`src/rtl/mwat_pkg.sv`:
```
// shared constants and types for the minimum window length block
package mwat_pkg;

  localparam int unsigned DEPTH   = 1024;
  localparam int unsigned ADDR_W  = $clog2(DEPTH);
  localparam int unsigned CNT_W   = ADDR_W + 1;
  localparam int unsigned VAL_W   = 16;
  localparam int unsigned THR_W   = 32;
  localparam int unsigned LEN_W   = 11;
  localparam int unsigned SUM_W   = VAL_W + ADDR_W + 1;
  localparam int unsigned CMP_W   = (SUM_W > THR_W) ? SUM_W : THR_W;
  localparam int unsigned LEN_MAX = (1 << LEN_W) - 1;

  typedef enum logic {
    ALU_ADD,
    ALU_SUB
  } alu_op_e;

  function automatic logic [LEN_W-1:0] sat_len(input logic [CNT_W-1:0] len);
    logic [LEN_W-1:0] res;
    if (32'(len) > 32'(LEN_MAX)) begin
      res = LEN_W'(LEN_MAX);
    end else begin
      res = LEN_W'(len);
    end
    return res;
  endfunction

endpackage

```
`src/rtl/mwat_alu.sv`:
```
// shared sum adder/subtractor and threshold comparator
module mwat_alu import mwat_pkg::*; (
  input  alu_op_e          op_i,
  input  logic [SUM_W-1:0] sum_i,
  input  logic [VAL_W-1:0] operand_i,
  input  logic [THR_W-1:0] threshold_i,
  output logic [SUM_W-1:0] result_o,
  output logic             ge_o
);

  always_comb begin
    unique case (op_i)
      ALU_ADD: result_o = sum_i + SUM_W'(operand_i);
      ALU_SUB: result_o = sum_i - SUM_W'(operand_i);
      default: result_o = sum_i;
    endcase
  end

  assign ge_o = CMP_W'(sum_i) >= CMP_W'(threshold_i);

endmodule

```
`config.mk`:
```
export PLATFORM = sky130hd
export DESIGN_NAME = mwat_alu
export DESIGN_NICKNAME = d
export VERILOG_FILES = /design/src/rtl/mwat_pkg.sv /design/src/rtl/mwat_alu.sv
export SDC_FILE = /design/constraint.sdc
export NUM_CORES = 1
export LEC_CHECK = 0
export BUFFER_PORTS_ARGS = -buffer_cell sky130_fd_sc_hd__buf_2
export CAP_MARGIN = 20
export CORE_ASPECT_RATIO = 0.5
export CORE_MARGIN = 1
export CORE_UTILIZATION = 35
export DETAILED_ROUTE_END_ITERATION = 16
export SLEW_MARGIN = 0
export SYNTH_ARGS = -nofsm -noshare
export SYNTH_HDL_FRONTEND = slang
export SYNTH_SLANG_ARGS = --single-unit
```
`constraint.sdc`:
```
create_clock -name vclk -period 4.1
set_clock_uncertainty 0.15 [all_clocks]
set_input_delay 0.205 -clock vclk [all_inputs]
set_output_delay 0.205 -clock vclk [all_outputs]
set_load 0.005 [all_outputs]
```
# After elaboration in Yosys (flattened, before gate mapping)
# Cells that the tools add are included.
# word_totals
regBits,0
inputBits,76
out_inout_bits,28
word_cells,5
# op_classes
n_addsub,2
n_lt_le_gt_ge,1
muxes,1
bitwise,1
# op_table
op,n
27-bit one-hot mux with 2 select lines,1
27-bit by 32-bit >= comparator with 1-bit output,1
27-bit by 16-bit adder with 27-bit output,1
27-bit by 16-bit subtractor with 27-bit output,1
1-bit NOT,1

# Longest topological paths before layout
# logic_depth
ltp_word,2
mapped_depth,16
mapped_depth_nobuf,15

# Worst setup path after synthesis
# OpenSTA, ideal clock, no wires.
# synth_timing
path_kind,input-to-output
from,input port operand_i[10]
to,output port result_o[22]
t_arrival_ps,3035
required_time_ps,3745
slack_ps,710
cell_stages,13
path_buffers,1
path_cell_list,or4_1 -> a21oi_2 -> o21ai_0 -> xnor2_1 -> ha_1 -> buf_6 -> a21o_1 -> a21oi_2 -> or3b_1 -> o21ai_2 -> o21ai_1 -> a31oi_1 -> xnor2_1
# synth_between
elab_chain_len,2
word_cells_on_any_way,3
cone_classes,add/sub (2); mux (1)
# synth_rtl
item,line,source
start: declaration,mwat_alu.sv:5,"input logic [VAL_W-1:0] operand_i,"
27-bit by 16-bit subtractor with 27-bit output or 27-bit by 16-bit adder with 27-bit output (tied branches),"mwat_alu.sv:14, mwat_alu.sv:13",
27-bit one-hot mux with 2 select lines *,mwat_alu.sv:12,unique case (op_i)
end: declaration,mwat_alu.sv:7,"output logic [SUM_W-1:0] result_o,"
# Every way passes the cells marked *; elsewhere a longest branch is shown, timed or not.

# Final worst setup path
# layout_timing
from,input port operand_i[8]
to,output port result_o[22]
# Same word-level chain as after synthesis.

==> key figures <==
CTS
  – Post_cts resized: 0
  – Hold Buf Count CTS: 0
  – Post-CTS setup buffer count: 0

Drt
  – Final wirelength: 7230 um
  – Routed len/inst: 13.1 um
  – Detailed-routed wire length on met2: approximately 3100 um
  – Post-Route M1 WL: around 3700 um
  – Number of DRC markers in iteration 0: 110
  – DR DRC count: 0
  – Highest routed layer: met3
  – Vias: 2820
  – Vias per cell: 5.13
  – Met3 wire len: 370 um
  – First-pass DRT Iterations: 5
  – Remaining antenna violation count: 0

STA
  – # setup viols final: 0
  – Setup ws final: about 450 ps
  – Hold slack: 483 ps
  – Least-Margin Pin Slew: 410 ps
  – Fin. max-slew vios: 0
  – Fmax: about 270 MHz
  – Final period utilization: between 80% and 90%
  – Fin. Hold Viols: 0
  – Unrepaired setup endpoints after global routing: no
  – Post-layout minimum cycle time: 3650 ps
  – Max-slew headroom: 72.3%
  – Setup TNS: 0 ps

Finish
  – Layout area overhead: 21.5%
  – Layout cells sized above 1: around 28%
  – Clock buffer count: 0
  – Area of the multi-input gates: 0.00236 mm^2
  – Diodes inserted: 0
  – Most frequent cells in the layout: buf_2, ha_1, inv_1
  – Nets: 591
  – Register area: 0 um^2
  – # fillers: a little under 800
  – Commonest non-fill, non-tap cell in the layout: buf_2
  – Seq_cells: 0
  – Final instance area: ~0.0032 mm^2

Global routing
  – Initial antenna violation count: 0
  – Largest net degree at the start of global routing: 19
  – GRT overflow: 0
  – Vias in the first global route: 2554
  – Tot GR Track Use: 17.2%
  – First-pass GRT wire length: 11500 um

Yosys
  – Synthesized instance count: ~360
  – Largest area contributor in the netlist: ha_1
  – Top cells by area, synth: ha_1, xnor2_1, a21oi_1
  – Mapped Nets: 493
  – Avg Inst Size Synth: between 7 and 8 um^2
  – Synth Cell Area: 0.00261 mm^2
  – Yosys cell types: 53
  – Total number of yosys warnings: 0
  – Post-synth top area share: 25.8%
  – Seq/Total Area, Yosys: 0%

Setup path
  – CP Data Required Time: 3740 ps
  – Critical path type: input pin to output pin
  – CP arrival: 3290 ps
  – Worst setup EP type: output pin
  – Worst Setup SP: operand_i[8]
  – Critical path capture point: result_o[22]
  – CP Launch Type: input pin
  – Critical Path Fanout Max: 5

Floorplan
  – Die Width: 124 um
  – FP Rows: 21
  – Die Span Y: 63.1 um
  – I/O pins: 104
  – Placeable Area: 0.00694 mm^2
  – Die area: 0.00784 mm^2
  – Initial Util: ~38%

Place
  – Buffers on Ports: 104
  – Global placer's final weighted congestion: 0.869
  – Worst slack at placement: 501 ps
  – Placed Area: 0.00318 mm^2
  – Hpwl dp: roughly 6400 um

Min path
  – Hold path start: threshold_i[27]
  – Worst min path class: input pin to output pin

Power
  – Max VDD drop: 0.0613 mV
  – LEAKAGE: 0.00166 uW
  – Power, Total: 557 uW
  – Pwr dens: ~180 mW/mm^2

Run status
  – Status: finished clean

Job
  – Max_cap viols: 0
## per-stage QoR
step | std cells | util, %
global route | 550 | 45.8
floorplan | 362 | -
detailed placement | 550 | 45.8
CTS | 550 | 45.8
finish | 550 | 45.8
global placement | 550 | 45.8
## where the power goes
part | internal [uW] | total [uW] | switching, uW
combinational | 258 | 557 | 299
clock | 0 | 0 | 0
sequential | 0 | 0 | 0
## logic make-up after synthesis
| kind of cell | after synthesis | share of synthesized area [%] |
|---|---|---|
| AOI/OAI and AO/OA | 112 | 30.6 |
| adders and majority gates | 55 | 26.6 |
| muxes | 1 | 0.383 |
| buffers and inverters | 52 | 9.86 |
| and+or+nand+nor | 103 | 19.5 |
| xor gates and xnor gates | 39 | 13.1 |
## worst min path at each step
stage	end	slack [ps]	cells after the start
2_1_floorplan	ge_o	290	1
3_3_place_gp	ge_o	490	3
3_5_place_dp	ge_o	490	3
4_1_cts	ge_o	490	3
5_1_grt	ge_o	510	3
6_report	ge_o	480	3
## critical path, cell delays in order
cell and delay, ps:
buf_2 120, or4_1 550, a21oi_2 230, o21ai_0 130
xnor2_1 150, ha_1 340, a21o_1 190, a21oi_2 150
or3b_1 370, o21ai_2 260, o21ai_1 120, a31oi_1 210
xnor2_1 140, buf_2 130
## final cells by class
class | count | area share [%]
multi-input cells | 310 | 74.2
well taps | 92 | 3.62
repair buffers | 109 | 17.6
inverters | 39 | 4.61
## routing by layer
metal	global-route usage, %	vias up
li1	-	1494
met1	25.5	1236
met2	28.6	90
met3	1.19	0
met4	0.151	0
met5	0	-
## synthesized netlist by cell type, drive strengths merged (2+ instances only)
| cell type | number |
|---|---|
| xor2 | 6 |
| ha | 54 |
| nand2b | 5 |
| and2 | 2 |
| o21bai | 2 |
| o41ai | 3 |
| a21boi | 2 |
| nand3 | 7 |
| xnor2 | 33 |
| nor2b | 5 |
| clkbuf | 10 |
| o221ai | 2 |
| nand4 | 10 |
| buf | 3 |
| o21a | 9 |
| o21ai | 14 |
| a31oi | 7 |
| a211oi | 4 |
| inv | 39 |
| nor3 | 7 |
| nand2 | 26 |
| a21oi | 43 |
| o2111ai | 2 |
| nor2 | 30 |
| nor4 | 4 |
| a21o | 16 |
| or4 | 2 |
(Power assumes the default switching activity.)
